==> src/hdl/nggp_pkg.sv <==
// Shared types, character codes and sizes for the NMEA GGA/RMC field parser.
package nggp_pkg;

  // ASCII codes the parser reacts to
  localparam logic [7:0] CH_DOLLAR = 8'h24;  // '$'
  localparam logic [7:0] CH_COMMA  = 8'h2C;  // ','
  localparam logic [7:0] CH_STAR   = 8'h2A;  // '*'
  localparam logic [7:0] CH_DOT    = 8'h2E;  // '.'
  localparam logic [7:0] CH_MINUS  = 8'h2D;  // '-'
  localparam logic [7:0] CH_ZERO   = 8'h30;  // '0'
  localparam logic [7:0] CH_NINE   = 8'h39;  // '9'
  localparam logic [7:0] CH_G      = 8'h47;
  localparam logic [7:0] CH_P      = 8'h50;
  localparam logic [7:0] CH_R      = 8'h52;
  localparam logic [7:0] CH_M      = 8'h4D;
  localparam logic [7:0] CH_C      = 8'h43;
  localparam logic [7:0] CH_A      = 8'h41;

  // Tag matcher positions
  localparam logic [2:0] TAG_IDLE  = 3'd0;
  localparam logic [2:0] TAG_G     = 3'd1;
  localparam logic [2:0] TAG_P     = 3'd2;
  localparam logic [2:0] TAG_KIND  = 3'd3;
  localparam logic [2:0] TAG_4     = 3'd4;
  localparam logic [2:0] TAG_5     = 3'd5;
  localparam logic [2:0] TAG_DONE  = 3'd6;

  localparam logic KIND_GGA = 1'b0;
  localparam logic KIND_RMC = 1'b1;

  localparam logic [3:0] MAX_FIELDS     = 4'd14;
  localparam logic [3:0] FIELD_TIME     = 4'd1;
  localparam logic [3:0] FIELD_RMC_DATE = 4'd9;
  localparam logic [4:0] CHAR_POS_MAX   = 5'd31;

  localparam logic [26:0] WHOLE_POS_MAX = 27'd8388607;
  localparam logic [26:0] WHOLE_NEG_MAX = 27'd8388608;
  localparam logic [23:0] FRAC_MAX      = 24'd999999;

  // Token queue between classifier and field engine
  localparam int QDEPTH = 4;
  localparam int QAW    = $clog2(QDEPTH);
  localparam int QCW    = $clog2(QDEPTH + 1);

  // One classified word as it travels through the queue
  typedef struct packed {
    logic [7:0] ch;
    logic       is_dollar;
    logic       is_comma;
    logic       is_star;
    logic       is_dot;
    logic       is_minus;
    logic       is_digit;
    logic [3:0] digit;
  } token_t;

  typedef struct packed {
    logic full;
    logic empty;
  } q_status_t;

endpackage

==> src/hdl/nggp_byte_if.sv <==
// Input channel: one received character per word.
interface nggp_byte_if;
  logic       valid;
  logic       ready;
  logic [7:0] byte_in;

  modport source (output valid, output byte_in, input ready);
  modport sink   (input valid, input byte_in, output ready);
endinterface

==> src/hdl/nggp_field_if.sv <==
// Output channel: one finished field per word.
interface nggp_field_if;
  logic               valid;
  logic               ready;
  logic               sentence_kind;
  logic [3:0]         field_number;
  logic signed [23:0] whole_value;
  logic [19:0]        fraction_value;
  logic [7:0]         first_char;
  logic [6:0]         pair_high;
  logic [6:0]         pair_mid;
  logic [6:0]         pair_low;
  logic               last_field;

  modport source (output valid, output sentence_kind, output field_number,
                  output whole_value, output fraction_value, output first_char,
                  output pair_high, output pair_mid, output pair_low,
                  output last_field, input ready);
  modport sink   (input valid, input sentence_kind, input field_number,
                  input whole_value, input fraction_value, input first_char,
                  input pair_high, input pair_mid, input pair_low,
                  input last_field, output ready);
endinterface

==> src/hdl/nmea_gga_rmc_field_parser.sv <==
// NMEA 0183 GGA/RMC field parser: classifier, token queue and field engine.
//
// Feed the NMEA byte stream one character per word on byte_ch. The block
// recognises sentences tagged $GPGGA or $GPRMC and, for every field ended by
// ',' or '*', delivers one word on field_ch: the sentence kind, the field
// number (1..14), the signed whole part and the fraction digits (both
// saturating), the field's first character, and for the time fields and the
// RMC date field (field 9) three two-digit pairs. Empty fields still produce
// a word with zero values. A '$' restarts recognition at any point; bytes
// outside a sentence, such as the checksum and line end, are ignored. The
// checksum is not checked. Throughput is one character per clock cycle: the
// classifier and the field engine each take a word every cycle, and a
// four-entry token queue between them lets either side stall on its own.
// A field word reaches field_ch through the token queue and the result
// register: its delimiter is written into the queue, and the field engine
// then takes it and loads the result register. The result register lets
// the engine carry on while a finished field waits; only when a second
// field finishes before the first is taken does the engine hold, and then
// the queue fills before byte_ch drops ready.
module nmea_gga_rmc_field_parser (
  input logic          clk,
  input logic          rst,
  nggp_byte_if.sink    byte_ch,
  nggp_field_if.source field_ch
);
  import nggp_pkg::*;

  token_t    front_token;
  token_t    back_token;
  q_status_t q_status;
  logic      push;
  logic      pop;

  // Classify and push each accepted character
  nggp_front u_front (
    .byte_ch  (byte_ch),
    .q_status (q_status),
    .push     (push),
    .token    (front_token)
  );

  // Hold tokens while the field engine is stalled
  nggp_queue u_queue (
    .clk       (clk),
    .rst       (rst),
    .push      (push),
    .push_data (front_token),
    .pop       (pop),
    .pop_data  (back_token),
    .status    (q_status)
  );

  // Advance the tag matcher and field accumulators, emit finished fields
  nggp_back u_back (
    .clk      (clk),
    .rst      (rst),
    .token    (back_token),
    .q_status (q_status),
    .pop      (pop),
    .field_ch (field_ch)
  );
endmodule

==> src/hdl/nggp_front.sv <==
// Front end: accepts characters and classifies them into tokens for the queue.
module nggp_front (
  nggp_byte_if.sink          byte_ch,
  input  nggp_pkg::q_status_t q_status,
  output logic               push,
  output nggp_pkg::token_t   token
);
  import nggp_pkg::*;

  logic [7:0] c;
  logic       digit_hit;

  assign c         = byte_ch.byte_in;
  assign digit_hit = (c >= CH_ZERO) && (c <= CH_NINE);

  // Accept whenever the queue has room
  assign byte_ch.ready = !q_status.full;
  assign push          = byte_ch.valid && !q_status.full;

  always_comb begin
    token.ch        = c;
    token.is_dollar = (c == CH_DOLLAR);
    token.is_comma  = (c == CH_COMMA);
    token.is_star   = (c == CH_STAR);
    token.is_dot    = (c == CH_DOT);
    token.is_minus  = (c == CH_MINUS);
    token.is_digit  = digit_hit;
    token.digit     = digit_hit ? 4'(c - CH_ZERO) : 4'd0;
  end
endmodule

==> src/hdl/nggp_queue.sv <==
// Short token queue between the classifier and the field engine.
module nggp_queue (
  input  logic                clk,
  input  logic                rst,
  input  logic                push,
  input  nggp_pkg::token_t    push_data,
  input  logic                pop,
  output nggp_pkg::token_t    pop_data,
  output nggp_pkg::q_status_t status
);
  import nggp_pkg::*;

  token_t         mem [QDEPTH];
  logic [QAW-1:0] wr_ptr;
  logic [QAW-1:0] rd_ptr;
  logic [QCW-1:0] count;

  assign status.full  = (count == QCW'(QDEPTH));
  assign status.empty = (count == '0);
  assign pop_data     = mem[rd_ptr];

  always_ff @(posedge clk) begin
    if (push) begin
      mem[wr_ptr] <= push_data;
    end
  end

  always_ff @(posedge clk) begin
    if (rst) begin
      wr_ptr <= '0;
      rd_ptr <= '0;
      count  <= '0;
    end else begin
      if (push) begin
        wr_ptr <= wr_ptr + 1'b1;
      end
      if (pop) begin
        rd_ptr <= rd_ptr + 1'b1;
      end
      if (push && !pop) begin
        count <= count + 1'b1;
      end else if (pop && !push) begin
        count <= count - 1'b1;
      end
    end
  end
endmodule

==> src/hdl/nggp_back.sv <==
// Field engine: tag matching, field accumulation and the result register.
module nggp_back (
  input  logic                clk,
  input  logic                rst,
  input  nggp_pkg::token_t    token,
  input  nggp_pkg::q_status_t q_status,
  output logic                pop,
  nggp_field_if.source        field_ch
);
  import nggp_pkg::*;

  // Remainder by ten of a value below 160
  function automatic logic [3:0] mod10(input logic [6:0] x);
    logic [7:0] r;
    r = {1'b0, x};
    if (r >= 8'd80) r = r - 8'd80;
    if (r >= 8'd40) r = r - 8'd40;
    if (r >= 8'd20) r = r - 8'd20;
    if (r >= 8'd10) r = r - 8'd10;
    return r[3:0];
  endfunction

  function automatic logic [6:0] pair_push(input logic [6:0] acc, input logic [3:0] d);
    logic [3:0] m;
    m = mod10(acc);
    return 7'(({3'd0, m} << 3) + ({3'd0, m} << 1) + {3'd0, d});
  endfunction

  logic [2:0]  tag_match_pos, tag_match_pos_next;
  logic        kind_reg, kind_reg_next;
  logic        in_sentence, in_sentence_next;
  logic [3:0]  field_count, field_count_next;
  logic [4:0]  char_pos, char_pos_next;
  logic [23:0] whole_acc, whole_acc_next;
  logic [19:0] frac_acc, frac_acc_next;
  logic        negative_flag, negative_flag_next;
  logic        after_point, after_point_next;
  logic [7:0]  first_char_reg, first_char_reg_next;
  logic [6:0]  pair_high_reg, pair_high_reg_next;
  logic [6:0]  pair_mid_reg, pair_mid_reg_next;
  logic [6:0]  pair_low_reg, pair_low_reg_next;

  logic        res_fire;
  logic        res_star;
  logic [3:0]  res_num;
  logic        res_pairs;
  logic        res_pending;
  logic        clear;
  logic        out_valid;

  // The waiting token would finish a field and so needs the result slot
  assign res_pending = in_sentence && !token.is_dollar &&
                       (token.is_comma || token.is_star) && (field_count < MAX_FIELDS);

  // Advance the engine whenever a token waits, unless it needs a result slot that is taken
  assign pop = !q_status.empty && (!out_valid || field_ch.ready || !res_pending);

  always_comb begin
    logic        tag_ok;
    logic [26:0] whole_v;
    logic [26:0] lim;
    logic [23:0] frac_v;
    tag_ok              = 1'b0;
    whole_v             = '0;
    lim                 = '0;
    frac_v              = '0;
    tag_match_pos_next  = tag_match_pos;
    kind_reg_next       = kind_reg;
    in_sentence_next    = in_sentence;
    field_count_next    = field_count;
    char_pos_next       = char_pos;
    whole_acc_next      = whole_acc;
    frac_acc_next       = frac_acc;
    negative_flag_next  = negative_flag;
    after_point_next    = after_point;
    first_char_reg_next = first_char_reg;
    pair_high_reg_next  = pair_high_reg;
    pair_mid_reg_next   = pair_mid_reg;
    pair_low_reg_next   = pair_low_reg;
    res_fire            = 1'b0;
    res_star            = token.is_star;
    res_num             = field_count + 4'd1;
    res_pairs           = (res_num == FIELD_TIME) ||
                          (kind_reg && (res_num == FIELD_RMC_DATE));
    clear               = 1'b0;

    if (pop) begin
      if (token.is_dollar) begin
        tag_match_pos_next = TAG_G;
        in_sentence_next   = 1'b0;
        field_count_next   = '0;
        clear              = 1'b1;
      end else if (!in_sentence) begin
        if (tag_match_pos == TAG_DONE) begin
          tag_match_pos_next = TAG_IDLE;
          if (token.is_comma) begin
            in_sentence_next = 1'b1;
            field_count_next = '0;
            clear            = 1'b1;
          end
        end else if (tag_match_pos != TAG_IDLE) begin
          case (tag_match_pos)
            TAG_G: tag_ok = (token.ch == CH_G);
            TAG_P: tag_ok = (token.ch == CH_P);
            TAG_KIND: begin
              if (token.ch == CH_G) begin
                kind_reg_next = KIND_GGA;
                tag_ok        = 1'b1;
              end else if (token.ch == CH_R) begin
                kind_reg_next = KIND_RMC;
                tag_ok        = 1'b1;
              end
            end
            TAG_4:   tag_ok = (token.ch == (kind_reg ? CH_M : CH_G));
            TAG_5:   tag_ok = (token.ch == (kind_reg ? CH_C : CH_A));
            default: tag_ok = 1'b0;
          endcase
          tag_match_pos_next = tag_ok ? tag_match_pos + 3'd1 : TAG_IDLE;
        end
      end else if (token.is_comma || token.is_star) begin
        if (field_count >= MAX_FIELDS) begin
          in_sentence_next = 1'b0;
        end else begin
          res_fire         = 1'b1;
          field_count_next = res_num;
          if (token.is_star) begin
            in_sentence_next = 1'b0;
          end
        end
        clear = 1'b1;
      end else begin
        if (char_pos == '0) begin
          first_char_reg_next = token.ch;
          if (token.is_minus) begin
            negative_flag_next = 1'b1;
          end
        end
        if (char_pos < 5'd2) begin
          pair_high_reg_next = pair_push(pair_high_reg, token.digit);
        end else if (char_pos < 5'd4) begin
          pair_mid_reg_next = pair_push(pair_mid_reg, token.digit);
        end else if (char_pos < 5'd6) begin
          pair_low_reg_next = pair_push(pair_low_reg, token.digit);
        end
        if (token.is_dot) begin
          after_point_next = 1'b1;
        end else if (token.is_digit) begin
          if (after_point) begin
            frac_v = ({4'd0, frac_acc} << 3) + ({4'd0, frac_acc} << 1) + 24'(token.digit);
            frac_acc_next = (frac_v > FRAC_MAX) ? FRAC_MAX[19:0] : frac_v[19:0];
          end else begin
            lim     = negative_flag ? WHOLE_NEG_MAX : WHOLE_POS_MAX;
            whole_v = ({3'd0, whole_acc} << 3) + ({3'd0, whole_acc} << 1) +
                      27'(token.digit);
            whole_acc_next = (whole_v > lim) ? lim[23:0] : whole_v[23:0];
          end
        end
        if (char_pos < CHAR_POS_MAX) begin
          char_pos_next = char_pos + 5'd1;
        end
      end
    end

    if (clear) begin
      char_pos_next       = '0;
      whole_acc_next      = '0;
      frac_acc_next       = '0;
      negative_flag_next  = 1'b0;
      after_point_next    = 1'b0;
      first_char_reg_next = '0;
      pair_high_reg_next  = '0;
      pair_mid_reg_next   = '0;
      pair_low_reg_next   = '0;
    end
  end

  always_ff @(posedge clk) begin
    if (rst) begin
      tag_match_pos  <= TAG_IDLE;
      kind_reg       <= KIND_GGA;
      in_sentence    <= 1'b0;
      field_count    <= '0;
      char_pos       <= '0;
      whole_acc      <= '0;
      frac_acc       <= '0;
      negative_flag  <= 1'b0;
      after_point    <= 1'b0;
      first_char_reg <= '0;
      pair_high_reg  <= '0;
      pair_mid_reg   <= '0;
      pair_low_reg   <= '0;
    end else begin
      tag_match_pos  <= tag_match_pos_next;
      kind_reg       <= kind_reg_next;
      in_sentence    <= in_sentence_next;
      field_count    <= field_count_next;
      char_pos       <= char_pos_next;
      whole_acc      <= whole_acc_next;
      frac_acc       <= frac_acc_next;
      negative_flag  <= negative_flag_next;
      after_point    <= after_point_next;
      first_char_reg <= first_char_reg_next;
      pair_high_reg  <= pair_high_reg_next;
      pair_mid_reg   <= pair_mid_reg_next;
      pair_low_reg   <= pair_low_reg_next;
    end
  end

  // Result register: load on a finished field, drop once taken
  always_ff @(posedge clk) begin
    if (rst) begin
      out_valid <= 1'b0;
    end else if (res_fire) begin
      out_valid <= 1'b1;
    end else if (field_ch.ready) begin
      out_valid <= 1'b0;
    end
  end

  always_ff @(posedge clk) begin
    if (res_fire) begin
      field_ch.sentence_kind  <= kind_reg;
      field_ch.field_number   <= res_num;
      field_ch.whole_value    <= negative_flag ? -$signed(whole_acc) : $signed(whole_acc);
      field_ch.fraction_value <= frac_acc;
      field_ch.first_char     <= first_char_reg;
      field_ch.pair_high      <= res_pairs ? pair_high_reg : 7'd0;
      field_ch.pair_mid       <= res_pairs ? pair_mid_reg : 7'd0;
      field_ch.pair_low       <= res_pairs ? pair_low_reg : 7'd0;
      field_ch.last_field     <= res_star;
    end
  end

  assign field_ch.valid = out_valid;
endmodule

==> src/flat_wrapper.sv <==
// flat-port wrapper written by rule: the top's interface ports become plain ports
module nmea_gga_rmc_field_parser_flat import nggp_pkg::*;
  (clk, rst, byte_ch_valid, byte_ch_byte_in, byte_ch_ready, field_ch_valid, field_ch_sentence_kind, field_ch_field_number, field_ch_whole_value, field_ch_fraction_value, field_ch_first_char, field_ch_pair_high, field_ch_pair_mid, field_ch_pair_low, field_ch_last_field, field_ch_ready);
  nggp_byte_if byte_ch_i ();
  nggp_field_if field_ch_i ();
  input logic clk;
  input logic rst;
  input wire logic [$bits(byte_ch_i.valid)-1:0] byte_ch_valid;
  input wire logic [$bits(byte_ch_i.byte_in)-1:0] byte_ch_byte_in;
  output wire logic [$bits(byte_ch_i.ready)-1:0] byte_ch_ready;
  output wire logic [$bits(field_ch_i.valid)-1:0] field_ch_valid;
  output wire logic [$bits(field_ch_i.sentence_kind)-1:0] field_ch_sentence_kind;
  output wire logic [$bits(field_ch_i.field_number)-1:0] field_ch_field_number;
  output wire logic [$bits(field_ch_i.whole_value)-1:0] field_ch_whole_value;
  output wire logic [$bits(field_ch_i.fraction_value)-1:0] field_ch_fraction_value;
  output wire logic [$bits(field_ch_i.first_char)-1:0] field_ch_first_char;
  output wire logic [$bits(field_ch_i.pair_high)-1:0] field_ch_pair_high;
  output wire logic [$bits(field_ch_i.pair_mid)-1:0] field_ch_pair_mid;
  output wire logic [$bits(field_ch_i.pair_low)-1:0] field_ch_pair_low;
  output wire logic [$bits(field_ch_i.last_field)-1:0] field_ch_last_field;
  input wire logic [$bits(field_ch_i.ready)-1:0] field_ch_ready;
  assign byte_ch_i.valid = byte_ch_valid;
  assign byte_ch_i.byte_in = byte_ch_byte_in;
  assign byte_ch_ready = byte_ch_i.ready;
  assign field_ch_valid = field_ch_i.valid;
  assign field_ch_sentence_kind = field_ch_i.sentence_kind;
  assign field_ch_field_number = field_ch_i.field_number;
  assign field_ch_whole_value = field_ch_i.whole_value;
  assign field_ch_fraction_value = field_ch_i.fraction_value;
  assign field_ch_first_char = field_ch_i.first_char;
  assign field_ch_pair_high = field_ch_i.pair_high;
  assign field_ch_pair_mid = field_ch_i.pair_mid;
  assign field_ch_pair_low = field_ch_i.pair_low;
  assign field_ch_last_field = field_ch_i.last_field;
  assign field_ch_i.ready = field_ch_ready;
  nmea_gga_rmc_field_parser u_core (.clk(clk), .rst(rst), .byte_ch(byte_ch_i), .field_ch(field_ch_i));
endmodule
==> config.mk <==
export PLATFORM = sky130hd
export DESIGN_NAME = nmea_gga_rmc_field_parser_flat
export DESIGN_NICKNAME = d
export VERILOG_FILES = /design/src/hdl/nggp_pkg.sv /design/src/hdl/nggp_byte_if.sv /design/src/hdl/nggp_field_if.sv /design/src/hdl/nmea_gga_rmc_field_parser.sv /design/src/hdl/nggp_front.sv /design/src/hdl/nggp_queue.sv /design/src/hdl/nggp_back.sv /design/src/flat_wrapper.sv
export SDC_FILE = /design/constraint.sdc
export NUM_CORES = 1
export LEC_CHECK = 0
export BUFFER_PORTS_ARGS = -buffer_cell sky130_fd_sc_hd__buf_2
export CORE_MARGIN = 2
export CORE_UTILIZATION = 45
export CTS_CLUSTER_SIZE = 28
export DETAILED_ROUTE_END_ITERATION = 12
export PLACE_DENSITY_LB_ADDON = 0.05
export SLEW_MARGIN = 20
export SYNTH_ARGS = -nofsm -noshare
export SYNTH_HDL_FRONTEND = slang
export SYNTH_HIERARCHICAL = 1
export SYNTH_SLANG_ARGS = --single-unit
==> constraint.sdc <==
create_clock -name clk -period 7.55 [get_ports clk]
set_input_delay 0.3775 -clock clk [delete_from_list [all_inputs] [get_ports clk]]
set_output_delay 0.3775 -clock clk [all_outputs]
set_load 0.03 [all_outputs]
* Yosys cells after proc, flatten, opt, wreduce, memory -nomap -nowiden
Memories as Yosys holds them, arrays and structs flattened. A register that Yosys moved wholly into a read port is not among the register bits.
Cells that the tools add are included.
** Word-level totals
- Bits of input ports :: 12
- RAM bits :: 72
- Register bits after elaboration :: 176
- Memories kept :: 1
** Operators by class
- Bitwise gates (word level) :: 8
- $add $sub $neg :: 31
- Reductions and logical operators :: 42
- Muxes and demuxes :: 136
- $lt $le $gt $ge :: 22
- Equal/unequal tests :: 22
** Memories
- u_core.u_queue.mem :: words 4, width 18, read ports 1, clocked after Yosys merged registers in 1, write ports 1, line nggp_queue.sv:13 : token_t mem [QDEPTH];
** Operators with widths (count)
- 2-to-1 mux 8 bit :: 63
- 2-to-1 mux 4 bit :: 29
- 2-to-1 mux 24 bit :: 3
- == test 8 x 6 -> 1 bit (second input constant) :: 5
- >= comparator 8 x 6 -> 1 bit (second input constant) :: 4
- 2-to-1 mux 1 bit :: 29
- AND reduction 7 bit :: 4
- adder 27 x 25 -> 27 bit :: 1
- adder 27 x 4 -> 27 bit :: 1
- > comparator 27 x 24 -> 1 bit :: 1
- AND reduction 5 bit :: 5
- adder 23 x 21 -> 24 bit :: 1
- adder 24 x 4 -> 24 bit :: 1
- == test 8 x 7 -> 1 bit (second input constant) :: 3
- >= comparator 8 x 4 -> 1 bit (second input constant) :: 3
- >= comparator 8 x 5 -> 1 bit (second input constant) :: 3
- > comparator 24 x 20 -> 1 bit (second input constant) :: 1
- negator 24 bit :: 1
- subtractor 7 x 7 -> 8 bit (second input constant) :: 3
- subtractor 8 x 5 -> 8 bit (second input constant) :: 3
- subtractor 8 x 6 -> 8 bit (second input constant) :: 3
- adder 7 x 4 -> 7 bit :: 3
- adder 7 x 5 -> 7 bit :: 3
- >= comparator 7 bit (second input constant) :: 3
- 37 further kinds :: 85

* Depth between registers and ports, before layout
- Word-level depth :: 38
- Depth in mapped cells :: 25
- Gate-level depth less buffers :: 23

* Hierarchy
The synthesis kept the hierarchy.
** By module, submodules not included
- nggp_back :: area an instance 12472.0 um^2, cells each 1349, seq. area each 4174.0 um^2, instances 1
- nggp_queue :: area an instance 3067.9 um^2, cells each 138, seq. area each 2342.2 um^2, instances 1
- nggp_front :: area an instance 203.9 um^2, cells each 28, seq. area each 0.0 um^2, instances 1

* Worst setup path before layout
No wires, ideal clock.
- Path type :: register -> register
- Start :: reg with a tool-made name
- End :: reg u_core.u_back.whole_acc[0]
- Clock period less this slack :: 5.501 ns
- Data arrival time :: 5.424 ns
- Slack :: 2.049 ns
- Cell stages (with the launch flop) :: 25
- Path through :: dfxtp_1 > buf_6 > buf_12 > mux4_2 > fa_1 > inv_1 > fa_1 > nor2b_1 > o21ai_1 > o211a_1 > o311ai_1 > a21oi_1 > nor2_1 > xor2_1 > ha_1 > a21o_1 > a21o_1 > a21o_1 > a21o_1 > a211o_1 > a22oi_1 > o211a_1 > a211oi_2 > buf_2 > nor3_1
** RTL lines
- end signal, assigned :: line nggp_back.sv:198 : whole_acc <= whole_acc_next;
- end, declared :: line nggp_back.sv:34 : logic [23:0] whole_acc, whole_acc_next;

==> impl_metrics.py <==
metrics = {
    "yosys": {
        "synth_most_common_cell": "ha_1",
        "synth_area_leaders": "edfxtp_1 29%, dfxtp_1 13%, ha_1 12%",
        "synth_top_area_cell": "edfxtp_1",
        "synth_top_flop_cell": "edfxtp_1",
        "syn_area_per_cell_um2": 10.4,
        "ys_types": 91,
        "syn_nets": 1692,
        "synth_common_cells": "154 x ha_1, 151 x edfxtp_1, 118 x nor2_1",
        "yosys.area.top_type_share_pct": 28.8,
        "ys_seq_elements": 250,
        "synth_cells": 1515,
        "async_reset_ff_share_pct": 0,
        "yosysSeqAreaShare_pct": 41.4,
        "synth_enable_flop_cells": 151,
        "synthesis.area_mm2": 0.0157,
        "ys_warn_count": 6,
    },
    "setup_path": {
        "end_kind": "flop",
        "startpoint_type": "flop",
        "cp.required_ns": 8.00,
        "path_cells": "mux4_2 -> fa_1 -> inv_1 -> fa_1 -> nor2b_1 -> o21ai_1 -> o211a_1 -> o311ai_1 -> a21oi_1 -> nor2_1 -> xor2_1 -> ha_1 -> a21o_1 -> a21o_1 -> a21o_1 -> a21o_1 -> a211o_1 -> a22oi_1 -> o211ai_1 -> buf_4 -> nor4_1 -> nor3_1",
        "worstSetupPathType": "flop to flop",
        "cpMaxStageDelayCell": "mux4_2",
        "max_stage_delay_ns": 0.63,
        "crit_buf_inv": 2,
        "crit_top_cell": "a21o_1",
        "crit_fanout": 11,
        "worst_path_dominant_cell_family": "compound AO/OA/AOI/OAI gates",
        "crit_arrival_ns": 6.82,
    },
    "clock_tree": {
        "cts_sinks": 250,
        "ctsResizeCount": 0,
        "cts_max_level": 1,
        "cts_hold_buf": 0,
        "clock_path_buffers": 3,
        "clockRootBuffer": "clkbuf_16",
        "clk_latency_ns": 0.57,
        "numCtsBuffers": 30,
        "clk_pin_slew_ns": 0.06,
        "tritoncts": "done",
        "cts_setup_buffers": 0,
    },
    "pwr": {
        "p_per_area_mw_per_mm2": 201,
        "p_leak_nw": 7.36,
        "p_comb_share_pct": 16.2,
        "p_int_mw": 2.55,
        "vdd_drop_max_v": 0.000152,
        "p_sw_share_pct": 27.4,
        "seqPwrFrac_pct": 43.4,
        "power_switching_mw": 0.965,
        "pwr-share-clk_pct": 40.4,
    },
    "sta": {
        "timing.final.crit_period_ns": 6.38,
        "hold_slack_ns": 0.0449,
        "relSlewSlack_pct": 30.7,
        "finalCritPeriodShare_pct": 84.5,
        "skew_ns": 0.00912,
        "fin_setup_tns_ns": 0,
        "setup_violations": 0,
        "drv_slew": 0,
        "hold_violations": 0,
        "grt_setup_unrepaired": "false",
        "worst_pin_slew_ns": 1.04,
        "max_freq_ghz": 0.157,
    },
    "grt": {
        "grt_pass1_wl_um": 59700,
        "antenna_found_initial": 0,
        "grt_max_degree": 79,
        "grt_util_all_layers_pct": 20.3,
        "grt_pass1_vias": 11200,
        "grt-ovfl-total": 0,
    },
    "floorplanning": {
        "ioPinCount": 93,
        "start_util_pct": 45.7,
        "dieArea_mm2": 0.0365,
        "die_y_um": 191,
        "rows": 68,
        "die_w_um": 191,
        "coreArea_mm2": 0.0345,
    },
    "cells_and_area": {
        "final_util_pct": 50.9,
        "fin_nets": 1757,
        "drive_above_1_share_pct": 13.2,
        "stdcell_area_mm2": 0.0175,
        "antenna_cells": 0,
        "largestRegisters": "u_core/u_queue/mem x72, u_core/u_back/field_ch.whole_value x24, u_core/u_back/whole_acc x24",
        "largest_reg_flops": 72,
        "area_growth_pct": 11.3,
        "top_register": "u_core/u_queue/mem",
    },
    "run_status": {
        "status": "finished, final reports clean",
    },
    "detailed_routing": {
        "drc": 0,
        "drtIter0Drc": 818,
        "wl_um": 36600,
        "wl_per_cell_um": 17.8,
        "drt-pass1-iter-count": 5,
        "ant_nets": 0,
        "vias_per_cell": 5.67,
        "via_count": 11700,
    },
    "hold_path": {
        "worstHoldPathType": "input pin to flop",
    },
    "placed_design": {
        "place_area_mm2": 0.0165,
        "place_hpwl_um": 26000,
        "routabilityCongestion": 0.854,
        "port_buffers": 92,
    },
    "job": {
        "drv_cap": 0,
    },
}
-- final timing paths --
path / start / to / slack (ns) / depth (start not counted)
worst min-delay path: byte_ch_byte_in[6] / u_core/u_queue/mem[3][16] / 0.04 / 1
worst min register to register: u_core/u_back/first_char_reg[7] / u_core/u_back/field_ch.first_char[7] / 0.43 / 0
worst max-delay path: flop / u_core/u_back/whole_acc[18] / 1.17 / 22
worst max register to register: flop / u_core/u_back/whole_acc[18] / 1.17 / 22
-- final cells by class --
| class | count | area [um2] |
|---|---|---|
| tap | 455 | 569 |
| fill | 3162 | 16900 |
| sequential | 250 | 6520 |
| timing repair buffer | 107 | 586 |
| clock buffer | 35 | 790 |
| clock inverter | 20 | 179 |
| inverter | 77 | 289 |
| multi-input combinational | 1114 | 8600 |
-- cells in the final DEF, fill, tap and decap left out, types with 19 or more instances in the layout --
| cell | instances |
|---|---|
| xnor2_1 | 59 |
| ha_1 | 154 |
| inv_1 | 77 |
| nand2b_1 | 29 |
| a21o_1 | 31 |
| nand2_1 | 69 |
| nor4_1 | 30 |
| nor3_1 | 30 |
| nor2_1 | 118 |
| and2_1 | 33 |
| xor2_1 | 27 |
| a21oi_1 | 85 |
| clkbuf_16 | 30 |
| mux2i_1 | 22 |
| o31ai_1 | 19 |
| buf_2 | 92 |
| o21ai_0 | 67 |
| o211ai_1 | 21 |
| dfxtp_1 | 99 |
| nand3_1 | 56 |
| edfxtp_1 | 151 |
-- layer usage --
layer / part of all wire, % / up-vias / track usage (%)
met1: 49 / 5592 / 29.4
met3: 4.5 / 39 / 2.74
met4: 1.8 / 0 / 5.04
met2: 45 / 224 / 31.9
met5: 0 / - / 0
li1: - / 5813 / -
-- per-stage QoR --
step / worst slack [ns] / total power, mW / std cells
floorplan: 2.05 / 1.98 / 1515
global placement: 1.29 / 2.13 / 2002
detailed placement: 1.14 / 2.13 / 2002
CTS: 1.13 / 3.57 / 2057
global route: 0.622 / 3.70 / 2058
finish: 1.17 / 3.52 / 2058
-- power by group through the flow --
stage | clock, mW | combinational [mW] | sequential [mW]
2_1_floorplan | 0 | 0.434 | 1.54
3_3_place_gp | 0 | 0.569 | 1.56
3_5_place_dp | 0 | 0.573 | 1.56
4_1_cts | 1.47 | 0.577 | 1.53
5_1_grt | 1.53 | 0.636 | 1.53
6_report | 1.42 | 0.570 | 1.53
-- kinds of logic (layout without fill, tap and decap cells) --
kind of cell | count (synthesis) | in the layout | share of synthesized area, %
buffers and inverters | 151 | 239 | 4.18
DFF | 250 | 250 | 41.4
AOI/OAI and AO/OA | 366 | 366 | 16.1
muxes | 46 | 46 | 4.59
and+or+nand+nor | 448 | 448 | 15.0
xor gates and xnor gates | 87 | 87 | 4.93
adders and majority gates | 167 | 167 | 13.8
-- worst reg2reg max path, stage by stage (launching register included) --
cell,delay [ns]
dfxtp_1,0.50
mux4_2,0.63
fa_1,0.60
inv_1,0.07
fa_1,0.46
nor2b_1,0.13
o21ai_1,0.11
o211a_1,0.24
o311ai_1,0.47
a21oi_1,0.17
nor2_1,0.16
xor2_1,0.22
ha_1,0.28
a21o_1,0.16
a21o_1,0.17
a21o_1,0.17
a21o_1,0.18
a211o_1,0.27
a22oi_1,0.21
o211ai_1,0.40
buf_4,0.34
nor4_1,0.22
nor3_1,0.09
Note: power is estimated with default switching activity, not from simulation.
